===== src/rtl/assert_macros.svh =====
// Assertion macros shared by the RTL of the jump-step transposition block.
// Needs clk and rst_n in the scope of use.
`ifndef ASSERT_MACROS_SVH
`define ASSERT_MACROS_SVH

// Check that cond holds at every clock edge out of reset.
`define JSBT_ASSERT_ALWAYS(label, cond) \
  label: assert property (@(posedge clk) disable iff (!rst_n) (cond)) \
    else $error("jsbt assertion failed");

// Check that cons holds in the same cycle as ante.
`define JSBT_ASSERT_IMPL(label, ante, cons) \
  label: assert property (@(posedge clk) disable iff (!rst_n) (ante) |-> (cons)) \
    else $error("jsbt implication failed");

`endif


===== src/rtl/jsbt_ram.sv =====
// Generic simple dual-port RAM, one write and one registered read port.
// Depends on nothing.
`timescale 1ns / 1ps

module jsbt_ram #(
  parameter int DEPTH = 512,
  parameter int WIDTH = 8
) (
  input  logic                     clk,
  input  logic                     we,
  input  logic [$clog2(DEPTH)-1:0] waddr,
  input  logic [WIDTH-1:0]         wdata,
  input  logic                     re,
  input  logic [$clog2(DEPTH)-1:0] raddr,
  output logic [WIDTH-1:0]         rdata
);

  logic [WIDTH-1:0] mem [DEPTH];
  logic [WIDTH-1:0] rdata_r;

  always_ff @(posedge clk) begin
    if (we) begin
      mem[waddr] <= wdata;
    end
  end

  always_ff @(posedge clk) begin
    if (re) begin
      rdata_r <= mem[raddr];
    end
  end

  assign rdata = rdata_r;

endmodule


===== config.mk =====
export PLATFORM = sky130hd
export DESIGN_NAME = jsbt_ram
export DESIGN_NICKNAME = d
export VERILOG_FILES = /design/src/rtl/assert_macros.svh /design/src/rtl/jsbt_ram.sv
export SDC_FILE = /design/constraint.sdc
export NUM_CORES = 2
export LEC_CHECK = 0
export BUFFER_PORTS_ARGS = -buffer_cell sky130_fd_sc_hd__buf_2
export CAP_MARGIN = 10
export CORE_MARGIN = 2
export CORE_UTILIZATION = 40
export CTS_BUF_LIST = sky130_fd_sc_hd__clkbuf_4 sky130_fd_sc_hd__clkbuf_8 sky130_fd_sc_hd__clkbuf_16
export DETAILED_ROUTE_END_ITERATION = 10
export GPL_ROUTABILITY_DRIVEN = 0
export PLACE_DENSITY = 0.54
export SYNTH_ARGS = -nofsm -noshare
export SYNTH_HDL_FRONTEND = slang
export SYNTH_SLANG_ARGS = --single-unit

===== constraint.sdc =====
create_clock -name clk -period 2.1 [get_ports clk]
set_clock_uncertainty 0.1 [all_clocks]
set_input_delay 0.105 -clock clk [delete_from_list [all_inputs] [get_ports clk]]
set_output_delay 0.105 -clock clk [all_outputs]
set_load 0.1 [all_outputs]

==> impl_metrics.py <==
metrics = {
    "timing": {
        "drv_slew": 0,
        "timing.final.crit_period_ps": 2510,
        "max_slew_margin_pct": 29.8,
        "rsz0062_at_grt": "yes",
        "setup_ws_ps": -412,
        "final.setup.tns_ps": -3100,
        "setup_viol": 10,
        "tightest_slew_ps": 1040,
        "fmax_ghz": 0.398,
        "hold_violations": 0,
        "min_period_over_period_pct": 120,
    },
    "floorplan": {
        "core.rowCount": 232,
        "die_h_um": 636,
        "die_w_um": 636,
        "start_util_pct": 40.1,
        "core-area_mm2": 0.399,
        "die-area_mm2": 0.405,
        "io_pins": 37,
    },
    "critical_path": {
        "cp_max_fo": 2,
        "critPathMaxStageDelay_ps": 430,
        "reg2reg_slack_ps": -410,
        "crit_chain": "mux2i_1 > o221ai_1 > o21ai_0 > nor3_1 > nand4_1 > nand2_4 > o2111a_1",
        "rr_worst_depth": 7,
        "crit_required_ps": 2750,
        "timing.rr.end": "rdata[2]",
        "cp.arrival_ps": 3160,
        "r2r_start": "mem[483][2]",
        "cp-start-kind": "register",
        "crit_path_end_kind": "register",
        "slowest_stage": "o21ai_0",
        "criticalPathCategory": "reg2reg",
    },
    "job": {
        "maxCapViolCount": 0,
    },
    "drt": {
        "route.vias.total": 86900,
        "firstDrtPassIters": 8,
        "via_per_inst": 5.67,
        "wirelength_um": 459000,
        "post_drt_wl_per_cell_um": 30.0,
        "drt_iter0_markers": 10700,
        "drc": 0,
        "final_antenna_net_count": 0,
    },
    "clock_tree": {
        "clk_latency_ps": 1030,
        "root_buffer": "clkbuf_16",
        "clk_pin_slew_worst_paths_ps": 60,
        "cts_tree": "built",
        "cts_buffer_depth": 4,
        "cts_sinks": 4104,
        "h-tree-depth": 5,
        "cts_buffers": 426,
    },
    "global_route": {
        "grt.overflow.total": 0,
        "grt_max_degree": 123,
        "grt_usage_pct": 22.3,
        "grt_pass1_wl_um": 652000,
        "antenna_found_initial": 38,
        "grt_pass1_vias": 87500,
    },
    "synthesis": {
        "synth_edf_count": 4104,
        "synth_seq_cells": 4104,
        "synth_top_area_share_pct": 77.0,
        "yosysUniqueCellTypes": 50,
        "yosysTopAreaCell": "edfxtp_1",
        "ys_warn_count": 0,
        "synth_fp_nets": 8059,
        "synthesis.area_mm2": 0.160,
        "synth-seq-area-share_pct": 77.0,
        "synth_ff_type": "edfxtp_1",
        "syn_avg_cell_area_um2": 19.9,
        "syn-instance-count": 8030,
        "synth_area_leaders": "edfxtp_1, mux4_2, mux2i_1, o221ai_1, nor2_1",
        "async_flop_share_pct": 0,
    },
    "min_path": {
        "hold_start": "wdata[1]",
        "hold_depth": 2,
        "min_path_type": "in2reg",
        "whs_endpoint": "mem[270][1]",
    },
    "pwr": {
        "power.density_mw_per_mm2": 910,
        "seq_power_share_pct": 50.8,
        "p_total_uw": 178000,
        "p_leak_uw": 0.0655,
        "intPower_uw": 139000,
        "p_switching_uw": 38400,
        "clockPowerShare_pct": 43.4,
        "power.share.combinational_pct": 5.8,
        "peakVddDrop_uv": 764,
        "sw_frac_of_total_pct": 21.6,
    },
    "cells_and_area": {
        "post_route_cells_drive_above_1_share_pct": 32.6,
        "fin_util_pct": 49.0,
        "fin_nets": 9729,
        "syn2layout_area_growth_pct": 22.1,
        "layout_common_cells": "edfxtp_1, buf_4, mux2i_1",
        "layout_commonest_cell": "edfxtp_1",
        "fillCellCount": 32600,
    },
    "placement": {
        "dp_hpwl_um": 307000,
        "io_buffers": 36,
    },
    "status": {
        "run_status": "finished with violations",
        "violations": "setup timing",
    },
}
[critical path: cells and delay by family, from the launching register on]
family / cells / cell delay (ps)
AND/OR/NAND/NOR: 3 / 620
multiplexers: 1 / 260
AO/OA/AOI/OAI: 3 / 920
flip-flops: 1 / 360
[through the flow]
step	cells	worst slack, ps	area (um^2)	hold slack, ps
finish	15300	-412	195000	34.5
global route	15300	-508	195000	14.3
CTS	15300	-426	195000	5.74
detailed placement	14500	-1620	179000	379
global placement	14500	-1820	179000	375
floorplan	8030	-94.9	160000	104
[cells in the mapped netlist, types with 5 or more instances]
library cell	count
buf_8	11
a22o_1	5
nor2b_1	6
o31ai_1	13
clkbuf_1	265
o21ai_0	118
nand3_1	36
o221ai_1	371
buf_6	64
o22ai_1	163
o311ai_0	5
edfxtp_1	4104
nand2_1	111
or3_1	6
nor3b_1	8
nor4_1	36
nand4_1	32
a211oi_1	17
and2_1	20
buf_1	41
buf_12	5
a21oi_1	194
nor3_1	109
mux4_2	654
a22oi_1	61
nor2_1	597
buf_4	70
buf_2	57
mux2i_1	797
o41ai_1	7
o2111a_1	8
[cell type report]
class	instances	area [um^2]	share of cell area [%]
Antenna cell	10	25.0	0.0128
Inverter	3	20.0	0.0102
Multi-Input combinational cell	3410	35100	18.0
Clock inverter	259	2910	1.49
Tap cell	5265	6590	3.37
Sequential cell	4104	123000	63.1
Clock buffer	527	11500	5.87
Timing Repair Buffer	1755	16000	8.20
[worst max path at each step]
stage | from | cells past startpoint | slack (ps) | endpoint
floorplan | raddr[0] | 8 | -90 | rdata[0]
global placement | raddr[0] | 11 | -1820 | rdata[1]
detailed placement | raddr[0] | 12 | -1620 | rdata[7]
CTS | mem[423][7] | 6 | -430 | rdata[7]
global route | mem[459][1] | 7 | -510 | rdata[1]
finish | mem[483][2] | 7 | -410 | rdata[2]
[power by group through the flow]
stage | Combinational, uW | Sequential (uW) | Clock, uW
2_1_floorplan | 4330 | 92200 | 0
3_3_place_gp | 9940 | 92000 | 0
3_5_place_dp | 10000 | 92000 | 0
4_1_cts | 10300 | 90300 | 78500
5_1_grt | 10800 | 90300 | 81500
6_report | 10300 | 90300 | 77200
[metal layers]
| layer | wire, um | share of wire [%] | GRT usage [%] | vias up |
|---|---|---|---|---|
| met5 | 72 | 0.016 | 0 | - |
| met4 | 13700 | 3.0 | 6.41 | 12 |
| met3 | 35000 | 7.6 | 3.88 | 673 |
| met2 | 219000 | 48 | 35.8 | 3406 |
| met1 | 192000 | 42 | 31.4 | 46000 |
| li1 | - | - | - | 36900 |
[registers in the layout, indices dropped and copies added, names as in the netlist]
register,cells
mem,4096
rdata,8
[cells by family (layout without fill, tap and decap cells)]
group	Yosys count	count (layout)	synth area share [%]
flip-flops	4104	4104	77.0
multiplexers	1451	1451	14.2
AND/OR/NAND/NOR	980	980	2.63
AO/OA/AOI/OAI	979	979	4.31
buffers and inverters	516	2544	1.85
other	0	10	0
[what timing repair did]
action                                  CTS  global route
setup endpoints to repair                16           127
hold buffers                             28             1
gates resized for setup                 180            67
setup buffers                             6             8
pin swaps                                52            38
endpoints found under the hold margin  4377             2
Power figures use the tool's default switching activity.
