<file path="src/rtl/assert_macros.svh">
// Assertion macros shared by the RTL of the jump-step transposition block.
// Needs clk and rst_n in the scope of use.
`ifndef ASSERT_MACROS_SVH
`define ASSERT_MACROS_SVH

// Check that cond holds at every clock edge out of reset.
`define JSBT_ASSERT_ALWAYS(label, cond) \
  label: assert property (@(posedge clk) disable iff (!rst_n) (cond)) \
    else $error("jsbt assertion failed");

// Check that cons holds in the same cycle as ante.
`define JSBT_ASSERT_IMPL(label, ante, cons) \
  label: assert property (@(posedge clk) disable iff (!rst_n) (ante) |-> (cons)) \
    else $error("jsbt implication failed");

`endif

</file>
<file path="src/rtl/jsbt_pkg.sv">
// Package of the jump-step transposition block: widths, codes, state and struct types.
// Depends on nothing; the interfaces, the unit and the remainder unit refer to it by scoped names.
`timescale 1ns / 1ps

package jsbt_pkg;

  localparam int BUF_DEPTH  = 512;
  localparam int ADDR_W     = $clog2(BUF_DEPTH);
  localparam int BYTE_W     = 8;
  localparam int STEP_W     = 5;
  localparam int LEN_W      = 9;
  localparam int MOD_W      = LEN_W + 1;
  localparam int MOD_CNT_W  = $clog2(MOD_W + 1);
  localparam int CFG_IDX_W  = 2;
  localparam int CFG_DATA_W = 9;

  localparam logic [BYTE_W-1:0] FILL_BYTE = 8'h20;
  localparam logic [BYTE_W-1:0] MARK_BYTE = 8'hFF;

  localparam logic [STEP_W-1:0] STEP_RST = 5'd3;
  localparam logic [LEN_W-1:0]  LEN_RST  = 9'd11;

  localparam logic OP_LOAD  = 1'b0;
  localparam logic OP_FETCH = 1'b1;

  typedef enum logic [1:0] {
    STAT_OK      = 2'd0,
    STAT_REFUSED = 2'd1,
    STAT_EMPTY   = 2'd2,
    STAT_TRUNC   = 2'd3
  } status_t;

  typedef enum logic [CFG_IDX_W-1:0] {
    CFG_STEP  = 2'd0,
    CFG_LEN   = 2'd1,
    CFG_START = 2'd2,
    CFG_MODE  = 2'd3
  } cfg_idx_t;

  typedef enum logic [3:0] {
    ST_CLEAR,
    ST_IDLE,
    ST_REDUCE,
    ST_MODWAIT,
    ST_ACCESS,
    ST_MARK,
    ST_DREAD,
    ST_COMMIT,
    ST_EMIT
  } state_t;

  typedef struct packed {
    logic             busy;
    logic             done;
    logic [LEN_W-1:0] rem;
  } mod_rsp_t;

endpackage

</file>
<file path="src/rtl/jsbt_mod_unit.sv">
// Bit-serial remainder unit: one restoring step per cycle over MOD_W dividend bits.
// Depends on jsbt_pkg for widths and the response struct.
`timescale 1ns / 1ps

module jsbt_mod_unit (
  input  logic                         clk,
  input  logic                         rst_n,
  input  logic                         start,
  input  logic [jsbt_pkg::MOD_W-1:0]   dividend,
  input  logic [jsbt_pkg::LEN_W-1:0]   divisor,
  output jsbt_pkg::mod_rsp_t           rsp
);

  logic [jsbt_pkg::MOD_CNT_W-1:0] cnt_r;
  logic                           done_r;
  logic [jsbt_pkg::MOD_W-1:0]     dvd_r;
  logic [jsbt_pkg::LEN_W-1:0]     dsr_r;
  logic [jsbt_pkg::LEN_W-1:0]     rem_r;
  logic [jsbt_pkg::LEN_W-1:0]     rem_nxt;
  logic [jsbt_pkg::MOD_W-1:0]     trial;

  // Shift in the next dividend bit, subtract when the trial reaches the divisor.
  always_comb begin
    trial = {rem_r, dvd_r[jsbt_pkg::MOD_W-1]};
    if (trial >= {1'b0, dsr_r}) begin
      rem_nxt = jsbt_pkg::LEN_W'(trial - {1'b0, dsr_r});
    end else begin
      rem_nxt = jsbt_pkg::LEN_W'(trial);
    end
  end

  always_ff @(posedge clk) begin
    if (!rst_n) begin
      cnt_r  <= '0;
      done_r <= 1'b0;
    end else begin
      done_r <= 1'b0;
      if (start) begin
        cnt_r <= jsbt_pkg::MOD_CNT_W'(jsbt_pkg::MOD_W);
      end else if (cnt_r != '0) begin
        cnt_r <= cnt_r - 1'b1;
        if (cnt_r == jsbt_pkg::MOD_CNT_W'(1)) begin
          done_r <= 1'b1;
        end
      end
    end
  end

  always_ff @(posedge clk) begin
    if (start) begin
      dvd_r <= dividend;
      dsr_r <= divisor;
      rem_r <= '0;
    end else if (cnt_r != '0) begin
      dvd_r <= {dvd_r[jsbt_pkg::MOD_W-2:0], 1'b0};
      rem_r <= rem_nxt;
    end
  end

  assign rsp.busy = (cnt_r != '0);
  assign rsp.done = done_r;
  assign rsp.rem  = rem_r;

endmodule
</file>
<file path="config.mk">
export PLATFORM = sky130hd
export DESIGN_NAME = jsbt_mod_unit
export DESIGN_NICKNAME = d
export VERILOG_FILES = /design/src/rtl/assert_macros.svh /design/src/rtl/jsbt_pkg.sv /design/src/rtl/jsbt_mod_unit.sv
export SDC_FILE = /design/constraint.sdc
export NUM_CORES = 1
export LEC_CHECK = 0
export ABC_AREA = 1
export BUFFER_PORTS_ARGS = -buffer_cell sky130_fd_sc_hd__buf_2
export CORE_ASPECT_RATIO = 0.5
export CORE_MARGIN = 2
export CORE_UTILIZATION = 39
export CTS_BUF_LIST = sky130_fd_sc_hd__clkbuf_16
export DETAILED_ROUTE_END_ITERATION = 10
export PLACE_DENSITY_LB_ADDON = 0.05
export SLEW_MARGIN = 20
export SYNTH_ARGS = -nofsm -noshare
export SYNTH_HDL_FRONTEND = slang
export SYNTH_SLANG_ARGS = --single-unit
</file>
<file path="constraint.sdc">
create_clock -name clk -period 2.3 [get_ports clk]
set_input_delay 0.115 -clock clk [delete_from_list [all_inputs] [get_ports clk]]
set_output_delay 0.115 -clock clk [all_outputs]
set_load 0.02 [all_outputs]
</file>
==> impl_summary.txt, run 1 <==
----------------------------------------------------
[Run status]
  Outcome ... finished, final reports clean

[Global route]
  Global routing usage summed across all routing layers ... around 15%
  Pin count of the biggest net entering global routing ... 23
  Wire length of the first global-routing pass ... between 6000 and 7000 um
  Highest-utilization routing layer at the global route stage ... met2
  Global-route met2 utilization ... roughly 22%
  Met3 Track Usage GR ... approximately 3.2%
  Antenna violations before repair ... 0
  Number of global-route vias before repair ... about 1400
  Overall overflow remaining after global route ... 0
  Met1 track utilization from global routing ... 21.6%

[Drt]
  DRT antenna net count ... 0
  Vias ... 1568
  Via/cell ratio ... approximately 4.4
  Average detailed-routed wire length per instance ... between 10 and 15 um
  Iteration-0 DRC Markers ... 44
  Total detailed-routing wirelength ... 3980 um
  DRT Pass-1 Iters ... 7
  Count of unresolved DRC violations after routing ... 0

[Timing]
  Max-slew headroom at the worst pin ... between 60% and 70%
  Summed negative setup slack over all endpoints ... 0 ns
  Setup repair after global routing missed its margin ... no
  Transition time at the pin with the least slew margin ... between 0.4 and 0.5 ns
  Post-layout min period ... just under 2 ns
  Total count of max-transition violations in the final report ... 0
  Worst Clk Skew ... between 0.004 and 0.005 ns
  Count of endpoints failing hold in the final timing report ... 0
  Final setup violation count ... 0
  Max Clk Rate ... 0.520 GHz
  Crit share post-route ... a little over four fifths

[Synthesis]
  Sequential cell area fraction in the yosys report ... approximately 43%
  Main area contributors after synthesis ... edfxtp_1 29%, nand2_1 16%, dfxtp_1 14%, inv_1 9.2%, ha_1 5.7%
  Area share of the largest cell type after synthesis ... 29.0%
  Number of cells produced by synthesis ... 250
  Distinct cells, synth ... 29
  Number of synthesized register bits ... 33
  Number of flops mapped to enable cells by yosys ... 19
  Count of warnings emitted by yosys ... 0
  Mapped Nets ... around 280
  Dominant combinational cell family by area after synthesis ... simple AND/OR/NAND/NOR gates
  Post-synthesis simple-gate area fraction ... around a third
  Xor and xnor area share after synthesis ... between 1 and 1.5%
  Top-count cell post-synth ... nand2_1
  Synthesized area per cell ... approximately 8 um^2
  Adder-cell share of the synthesized area ... around 6.7%
  Netlist area before placement ... 1970 um^2
  Top_reg_cell synth ... edfxtp_1
  Top post-synthesis cells by count ... 84 x nand2_1, 48 x inv_1, 21 x nand3_1
  Cell type contributing the most total cell area after synthesis ... edfxtp_1
  Multiplexer share of the synthesized area ... 0%
  Post-synth ARST share ... 0%
  Share of the synthesized area in compound gates (AO/OA/AOI/OAI) ... ~4.4%

[Floorplanning]
  Starting Density ... about two fifths
  I/O pin total ... 33
  Die Area ... 5660 um^2
  Area inside the core boundary ... approximately 4900 um^2
  Die Height ... 54.2 um
  Std cell rows ... 18
  Horizontal extent of the die ... roughly 100 um

[Setup path]
  Worst setup path class ... register to register
  CP Launch Type ... register
  Crit path max fanout ... 8
  Critical path capture point type ... register
  Required arrival time at the worst endpoint ... about 2.5 ns
  Crit path arrival time ... roughly 2.1 ns

[Clock tree]
  CTS tree ... built
  Post-cts resize count ... 0
  Buffer count from post-CTS setup fixing ... 0
  Latest clock arrival within the worst-skew pair ... about 0.27 ns
  CTS Buffer Depth ... 2
  Sink Count ... 33
  Post-CTS Hold Buffers ... 0
  Clock transition at path regs ... about 0.050 ns
  CTS root buf ... clkbuf_16
  CTS Buf Count ... 5
  Depth of the CTS H-tree ... 2

[Cells and area]
  Area growth from synthesis to final layout ... 18.5%
  Fill cells ... between 500 and 600
  Count of antenna diodes in the layout ... 0
  Final layout net count ... 317
  Fraction of final layout cells with drive strength greater than 1 ... between 20% and 30%
  Final standard cell utilization of the core ... 47.7%

[Min path]
  Type of the worst min-delay path ... input port to register

[Placed design]
  HPWL reported at the end of detailed placement ... just over 3000 um
  I/O Buffers ... 32
  Routability Congestion ... approximately 0.78

[Power]
  Peak VDD IR ... about 400 uV
  Static power due to leakage ... roughly 1.3 nW
  PD cells ... 969 nW/um^2

[Flow run]
  Number of max-cap violations ... 0

----------------------------------------------------
## routing by layer
layer,up-vias,part of all wire [%]
met5,-,0
met4,0,1.3
met3,7,3.7
met2,28,39
met1,687,56
li1,846,-
## placed cells by master, fill, tap and decap left out, types with 2 or more instances in the layout
cell,synthesis,routed
clkinv_2,0,2
nand3_1,21,21
nand3_2,2,2
o21ai_0,5,5
clkbuf_16,0,5
inv_1,48,49
edfxtp_1,19,19
ha_1,9,9
xor2_1,3,3
o21ai_2,2,2
nand2_2,6,6
nand3b_1,2,2
a21oi_1,7,7
nand2_1,84,84
nor2_1,9,9
nand2_4,2,2
buf_2,0,32
dfxtp_1,14,14
nor2_2,2,2
## critical path, stage by stage (launching register included)
cell,delay (ns)
edfxtp_1,0.38
inv_1,0.07
ha_1,0.14
inv_1,0.07
fa_1,0.40
nand2_1,0.10
nand2_2,0.07
nand3_2,0.09
nand2_4,0.07
nand2_4,0.12
nand2_8,0.08
nand2_1,0.07
nand3_1,0.06
nand2_1,0.07
inv_1,0.03
## registers in the layout, summed over array words and instances, names as in the netlist
| name | flops |
|---|---|
| dvd_r | 10 |
| cnt_r | 4 |
| dsr_r | 9 |
| done_r | 1 |
| rem_r | 9 |
## kinds of logic (layout without fill, tap and decap cells)
family	count (synthesis)	count (layout)
simple gates	134	134
compound gates	15	15
xor+xnor	3	3
fa+ha+maj	10	10
flops	33	33
buf+inv	55	91
## stage by stage
stage               power (mW)  cell area (um^2)  std cells  setup slack [ns]  hold WS (ns)
global placement          1.67              2190        348             0.399         0.293
CTS                       2.29              2330        356             0.367        0.0104
detailed placement        1.66              2190        348             0.379         0.294
floorplan                 1.45              1970        250             0.531         0.214
finish                    2.26              2330        356             0.378        0.0165
global route              2.43              2330        356             0.195       0.00604
## worst paths after layout
path,from,end,slack (ns),cells after the start
setup reg to reg,dvd_r[9]$_DFFE_PP_,rem_r[5]$_SDFFE_PP0N_,0.38,14
hold reg to reg,cnt_r[0]$_SDFFE_PP0N_,cnt_r[0]$_SDFFE_PP0N_,0.47,1
hold / removal,divisor[3],dsr_r[3]$_DFFE_PP_,0.02,1
setup / recovery,dvd_r[9]$_DFFE_PP_,rem_r[5]$_SDFFE_PP0N_,0.38,14
## report_power, final
part	internal [mW]	switching [mW]	total, mW
registers	0.720	0.0817	0.801
logic	0.301	0.545	0.846
clock network	0.391	0.219	0.611
## final cells by class
type	count	area, um^2	area share [%]
clock buffer	5	125	5.37
clock inverter	3	13.8	0.590
inverter	50	190	8.16
multi-input combinational	162	896	38.4
sequential	33	851	36.5
tap	70	87.6	3.76
timing repair buffer	33	168	7.19
No activity file was read; power rests on OpenSTA's default activity.
==> run 2: changes to the inputs <==
Clock period 2.3 ns to 2 ns, I/O delays scaled along.
==> impl_summary.txt, run 2 (synthesis results as in run 1) <==
----------------------------------------------------
[Run status]
  Outcome ... finished, final reports clean (unchanged)

[Power]
  PD cells ... 1090 nW/um^2 (was 969 nW/um^2)
  Peak VDD IR ... 526 uV (was 404 uV)
  Static power due to leakage ... 1.30 nW (was 1.26 nW)

[Global route]
  Pin count of the biggest net entering global routing ... 23 (unchanged)
  Antenna violations before repair ... 0 (unchanged)
  Global routing usage summed across all routing layers ... 16.1% (was 15.0%)
  Number of global-route vias before repair ... 1462 (was 1393)
  Overall overflow remaining after global route ... 0 (unchanged)
  Wire length of the first global-routing pass ... 6810 um (was 6450 um)

[Placed design]
  Worst Setup Slack post-DPL ... 0.0494 ns (was 0.379 ns)
  Routability Congestion ... 0.789 (was 0.782)
  I/O Buffers ... 32 (unchanged)
  HPWL reported at the end of detailed placement ... 3170 um (was 3100 um)

[Timing]
  Smallest setup slack after layout ... 0.101 ns (was 0.378 ns)
  Setup repair after global routing missed its margin ... yes (was no)
  Transition time at the pin with the least slew margin ... 0.447 ns (was 0.456 ns)
  Total count of max-transition violations in the final report ... 0 (unchanged)
  Final setup violation count ... 0 (unchanged)
  Max Clk Rate ... 0.527 GHz (was 0.520 GHz)
  Crit share post-route ... 94.9% (was 83.6%)
  Worst Clk Skew ... 0.00314 ns (was 0.00451 ns)
  Post-layout min period ... 1.90 ns (was 1.92 ns)
  Count of endpoints failing hold in the final timing report ... 0 (unchanged)
  Max-slew headroom at the worst pin ... 70.1% (was 69.5%)
  Summed negative setup slack over all endpoints ... 0 ns (unchanged)

[Setup path]
  Worst setup path class ... register to register (unchanged)
  Critical path capture point type ... register (unchanged)
  Count of cell instances traversed by the critical path ... 14 (unchanged)
  FF-to-FF End ... rem_r[2]$_SDFFE_PP0N_ (was rem_r[5]$_SDFFE_PP0N_)
  Crit path buffers/inverters ... 4 (was 3)
  R2R Path Start ... dvd_r[9]$_DFFE_PP_ (unchanged)
  Cell Chain, Critical Path ... inv_1 > ha_2 > inv_2 > fa_2 > nand2_1 > nand2_2 > nand3_2 > nand2_4 > nand2_8 > buf_12 > nand3_1 > nand3_1 > nand2_1 > inv_1 (was inv_1 > ha_1 > inv_1 > fa_1 > nand2_1 > nand2_2 > nand3_2 > nand2_4 > nand2_4 > nand2_8 > nand2_1 > nand3_1 > nand2_1 > inv_1)
  CP Launch Type ... register (unchanged)
  Register-to-Register Setup Slack ... 0.10 ns (was 0.38 ns)
  Worst setup path startpoint ... dvd_r[9]$_DFFE_PP_ (unchanged)
  Slowest stage delay, CP ... 0.38 ns (was 0.40 ns)
  Crit path arrival time ... 2.12 ns (was 2.09 ns)
  Crit path max fanout ... 5 (was 8)
  Library cell contributing the largest single delay on the critical path ... edfxtp_1 (was fa_1)
  Required arrival time at the worst endpoint ... 2.22 ns (was 2.47 ns)
  End point of the critical path ... rem_r[2]$_SDFFE_PP0N_ (was rem_r[5]$_SDFFE_PP0N_)
  Kind of cell adding the most delay to the critical path ... simple AND/OR/NAND/NOR gates (unchanged)
  Worst reg-to-reg path cell count ... 14 (unchanged)

[Floorplanning]
  Die Area ... 5660 um^2 (unchanged)
  I/O pin total ... 33 (unchanged)
  Std cell rows ... 18 (unchanged)
  Starting Density ... 40.2% (unchanged)
  Area inside the core boundary ... 4890 um^2 (unchanged)
  Die Height ... 54.2 um (unchanged)
  Horizontal extent of the die ... 104 um (unchanged)

[Clock tree]
  Latest clock arrival within the worst-skew pair ... 0.27 ns (about the same)
  CTS tree ... built (unchanged)
  Clock transition at path regs ... 0.05 ns (about the same)
  CTS Buf Count ... 5 (unchanged)
  CTS root buf ... clkbuf_16 (unchanged)
  CTS Buffer Depth ... 2 (unchanged)
  Sink Count ... 33 (unchanged)
  Depth of the CTS H-tree ... 2 (unchanged)

[Drt]
  Total detailed-routing wirelength ... 4150 um (was 3980 um)
  Iteration-0 DRC Markers ... 52 (was 44)
  Count of unresolved DRC violations after routing ... 0 (unchanged)
  DRT Pass-1 Iters ... 4 (was 7)
  Average detailed-routed wire length per instance ... 11.4 um (was 11.2 um)
  DRT antenna net count ... 0 (unchanged)
  Via/cell ratio ... 4.37 (was 4.40)
  Vias ... 1596 (was 1568)

[Cells and area]
  Area growth from synthesis to final layout ... 24.3% (was 18.5%)
  Largest registers ... dvd_r: 10 flops, dsr_r: 9 flops, rem_r: 9 flops (unchanged)
  Most frequent cells in the layout ... 84 x nand2_1, 50 x inv_1, 32 x buf_2 (was 84 x nand2_1, 49 x inv_1, 32 x buf_2)
  Fill cells ... 481 (was 509)
  Fraction of final layout cells with drive strength greater than 1 ... 22.4% (was 21.7%)
  Most common library cell in the layout ignoring fill and taps ... nand2_1 (unchanged)
  Number of flip-flops under the largest register name ... 10 (unchanged)
  Final layout net count ... 326 (was 317)
  Count of antenna diodes in the layout ... 0 (unchanged)
  Register name with the most flops ... dvd_r (unchanged)

[Min path]
  Type of the worst min-delay path ... input port to register (unchanged)

[Flow run]
  Number of max-cap violations ... 0 (unchanged)

----------------------------------------------------
## run 2: changes by cell type in the layout (fill, tap and decap cells not counted)
cell / previous run / this run
dlygate4sd3_1: 0 / 6
buf_4: 1 / 3
clkinv_2: 2 / 0
a21oi_2: 1 / 0
a21oi_4: 0 / 1
buf_12: 0 / 1
fa_1: 1 / 0
fa_2: 0 / 1
ha_1: 9 / 8
ha_2: 0 / 1
inv_1: 49 / 50
inv_2: 1 / 2
nand2_4: 2 / 1
nand2_8: 1 / 2
## run 2: how the worst min path moves through the flow
stage | start | endpoint | slack [ns] | cells past startpoint
floorplan | divisor[0] | dsr_r[0]$_DFFE_PP_ | 0.20 | 0
global placement | divisor[2] | dsr_r[2]$_DFFE_PP_ | 0.28 | 1
detailed placement | divisor[1] | dsr_r[1]$_DFFE_PP_ | 0.28 | 1
CTS | divisor[6] | dsr_r[6]$_DFFE_PP_ | 0.001 | 1
global route | divisor[4] | dsr_r[4]$_DFFE_PP_ | 0.002 | 1
finish | divisor[4] | dsr_r[4]$_DFFE_PP_ | 0.005 | 1
## run 2: layout make-up
type / instances / area [um^2] / share of cell area [%]
clock buffers: 5 / 125 / 5.12
clock inverters: 3 / 11.3 / 0.461
inverters: 50 / 190 / 7.78
multi-input cells: 162 / 917 / 37.5
flip-flops and latches: 33 / 851 / 34.8
well taps: 70 / 87.6 / 3.58
repair buffers: 42 / 263 / 10.7
## run 2: what timing repair did
| action | CTS | global route |
|---|---|---|
| setup endpoints to repair | 0 | 9 |
| hold buffers | 5 | 1 |
| setup buffers | 0 | 2 |
| endpoints found under the hold margin | 5 | 1 |
| resized for setup | 0 | 5 |
## run 2: stage by stage
| stage | area, um^2 | utilization [%] | total power [mW] | hold WS [ns] | std cells |
|---|---|---|---|---|---|
| floorplan | 1970 | - | 1.67 | 0.199 | 250 |
| global placement | 2200 | 45.0 | 1.93 | 0.278 | 349 |
| detailed placement | 2200 | 45.0 | 1.93 | 0.279 | 349 |
| CTS | 2390 | 48.8 | 2.64 | 0.00114 | 362 |
| global route | 2440 | 50.0 | 2.86 | 0.00165 | 365 |
| finish | 2440 | 50.0 | 2.66 | 0.00536 | 365 |
## run 2: power breakdown
group / internal (mW) / total, mW / switching [mW]
logic: 0.382 / 1.04 / 0.660
clock network: 0.446 / 0.694 / 0.249
registers: 0.828 / 0.919 / 0.0910
## run 2: layer usage
metal	wire length (um)	track usage (%)	share of wire, %	up-vias
met5	0	0	0	-
met4	50	5.41	1.2	0
met3	146	4.29	3.5	7
met2	1710	24.1	41	26
met1	2250	22.7	54	701
li1	-	-	-	862
==> run 3: changes to the inputs <==
Clock period 2 ns to 1.65 ns, I/O delays scaled along.
==> impl_summary.txt, run 3 (synthesis results as in run 1) <==
----------------------------------------------------
[Run status]
  Outcome ... finished with violations (was finished, final reports clean)
  Violations in the final reports ... negative setup slack

[Clock tree]
  Depth of the CTS H-tree ... 2 (unchanged)
  CTS root buf ... clkbuf_16 (unchanged)
  CTS tree ... built (unchanged)
  Sink Count ... 33 (unchanged)
  Latest clock arrival within the worst-skew pair ... 0.28 ns (was 0.27 ns)
  Clock transition at path regs ... 0.06 ns (was 0.05 ns)
  CTS Buffer Depth ... 2 (unchanged)
  CTS Buf Count ... 5 (unchanged)

[Power]
  Static power due to leakage ... 1.36 nW (was 1.30 nW)
  Peak VDD IR ... 754 uV (was 526 uV)
  PD cells ... 1390 nW/um^2 (was 1090 nW/um^2)

[Timing]
  Max-slew headroom at the worst pin ... 70.1% (about the same)
  Post-layout min period ... 1.86 ns (was 1.90 ns)
  Max Clk Rate ... 0.536 GHz (was 0.527 GHz)
  Crit share post-route ... 113% (was 94.9%)
  Smallest setup slack after layout ... -0.215 ns (was 0.101 ns)
  Worst Clk Skew ... 0.00685 ns (was 0.00314 ns)
  Final setup violation count ... 9 (was 0)
  Setup repair after global routing missed its margin ... yes (unchanged)
  Hold WS ... 0.0123 ns (was 0.00536 ns)
  Count of endpoints failing hold in the final timing report ... 0 (unchanged)
  Transition time at the pin with the least slew margin ... 0.447 ns (about the same)
  Total count of max-transition violations in the final report ... 0 (unchanged)

[Floorplanning]
  Starting Density ... 40.2% (unchanged)
  Std cell rows ... 18 (unchanged)
  Area inside the core boundary ... 4890 um^2 (unchanged)
  I/O pin total ... 33 (unchanged)
  Die Height ... 54.2 um (unchanged)
  Horizontal extent of the die ... 104 um (unchanged)
  Die Area ... 5660 um^2 (unchanged)

[Cells and area]
  Area growth from synthesis to final layout ... 31.9% (was 24.3%)
  Largest registers ... dvd_r: 10 flops, dsr_r: 9 flops, rem_r: 9 flops (unchanged)
  Number of flip-flops under the largest register name ... 10 (unchanged)
  Count of antenna diodes in the layout ... 0 (unchanged)
  Fraction of final layout cells with drive strength greater than 1 ... 28.0% (was 22.4%)
  Most common library cell in the layout ignoring fill and taps ... nand2_1 (unchanged)
  Register name with the most flops ... dvd_r (unchanged)
  Final layout net count ... 338 (was 326)
  Most frequent cells in the layout ... 78 x nand2_1, 46 x inv_1, 32 x buf_2 (was 84 x nand2_1, 50 x inv_1, 32 x buf_2)

[Global route]
  Overall overflow remaining after global route ... 0 (unchanged)
  Wire length of the first global-routing pass ... 7010 um (was 6810 um)
  Number of global-route vias before repair ... 1513 (was 1462)
  Pin count of the biggest net entering global routing ... 20 (was 23)
  Global routing usage summed across all routing layers ... 16.5% (was 16.1%)
  Antenna violations before repair ... 0 (unchanged)

[Drt]
  Vias ... 1630 (was 1596)
  DRT antenna net count ... 0 (unchanged)
  Iteration-0 DRC Markers ... 66 (was 52)
  Average detailed-routed wire length per instance ... 11.7 um (was 11.4 um)
  Count of unresolved DRC violations after routing ... 0 (unchanged)
  Via/cell ratio ... 4.32 (was 4.37)
  DRT Pass-1 Iters ... 6 (was 4)
  Total detailed-routing wirelength ... 4430 um (was 4150 um)

[Setup path]
  Worst setup path class ... register to register (unchanged)
  Crit path arrival time ... 2.04 ns (was 2.12 ns)
  Required arrival time at the worst endpoint ... 1.82 ns (was 2.22 ns)
  CP Launch Type ... register (unchanged)
  Critical path capture point type ... register (unchanged)
  Crit path buffers/inverters ... 3 (was 4)
  Kind of cell adding the most delay to the critical path ... simple AND/OR/NAND/NOR gates (unchanged)
  Slowest stage delay, CP ... 0.38 ns (about the same)
  Cell Chain, Critical Path ... inv_1 > ha_2 > inv_2 > fa_2 > nand2_2 > nand2_4 > nand3_4 > nand2_4 > nand2_8 > nand2_8 > nand2_2 > nand3_1 > nand2_1 > inv_1 (was inv_1 > ha_2 > inv_2 > fa_2 > nand2_1 > nand2_2 > nand3_2 > nand2_4 > nand2_8 > buf_12 > nand3_1 > nand3_1 > nand2_1 > inv_1)
  Crit path max fanout ... 8 (was 5)
  Library cell contributing the largest single delay on the critical path ... edfxtp_1 (unchanged)

[Placed design]
  I/O Buffers ... 32 (unchanged)
  HPWL reported at the end of detailed placement ... 3180 um (was 3170 um)
  Worst Setup Slack post-DPL ... -0.186 ns (was 0.0494 ns)
  Routability Congestion ... 0.833 (was 0.789)

[Flow run]
  Number of max-cap violations ... 0 (unchanged)

[Min path]
  Type of the worst min-delay path ... input port to register (unchanged)

----------------------------------------------------
[run 3: repair_timing]
action | 4_1_cts | 5_1_grt
hold buffers | 8 | 0
endpoints found under the setup margin | 9 | 9
setup buffers | 0 | 2
pin swaps | 0 | 11
hold endpoints to repair | 8 | 0
resized for setup | 3 | 11
[run 3: through the flow]
stage | util (%) | cell area [um^2] | TNS (ns) | total power [mW] | instances
global route | 53.1 | 2590 | -2.72 | 3.82 | 377
floorplan | - | 1970 | -0.377 | 2.03 | 250
global placement | 46.6 | 2280 | -1.30 | 2.43 | 359
CTS | 52.0 | 2540 | -1.44 | 3.53 | 375
detailed placement | 46.6 | 2280 | -1.48 | 2.41 | 359
finish | 53.1 | 2590 | -1.72 | 3.60 | 377
[run 3: layout make-up]
| class | instances | area, um^2 |
|---|---|---|
| clock inverters | 3 | 41.3 |
| clock buffers | 5 | 125 |
| well taps | 70 | 87.6 |
| multi-input cells | 162 | 955 |
| inverters | 50 | 190 |
| repair buffers | 54 | 345 |
| fillers | 485 | 2290 |
| flip-flops and latches | 33 | 851 |
[run 3: report_power, final]
part           internal (mW)  leakage (nW)  switching [mW]
registers               1.00         0.310          0.0793
clock network          0.706        0.0775           0.340
logic                  0.559         0.976           0.916
total                   2.27          1.36            1.33
[run 3: worst paths after layout]
| kind | endpoint | cells after the start | startpoint | slack [ns] |
|---|---|---|---|---|
| max | rem_r[5]$_SDFFE_PP0N_ | 14 | dvd_r[9]$_DFFE_PP_ | -0.21 |
| min | dsr_r[6]$_DFFE_PP_ | 1 | divisor[6] | 0.01 |
| max reg2reg | rem_r[5]$_SDFFE_PP0N_ | 14 | dvd_r[9]$_DFFE_PP_ | -0.21 |
| min reg2reg | cnt_r[0]$_SDFFE_PP0N_ | 1 | cnt_r[0]$_SDFFE_PP0N_ | 0.48 |
[run 3: layer usage]
layer	wire (um)	share of wire [%]	global-route usage, %	vias to the layer above
met5	0	0	0	-
met4	47	1.1	5.18	0
met3	142	3.2	3.69	6
met2	1860	42	24.6	28
met1	2380	54	24.0	708
li1	-	-	-	888
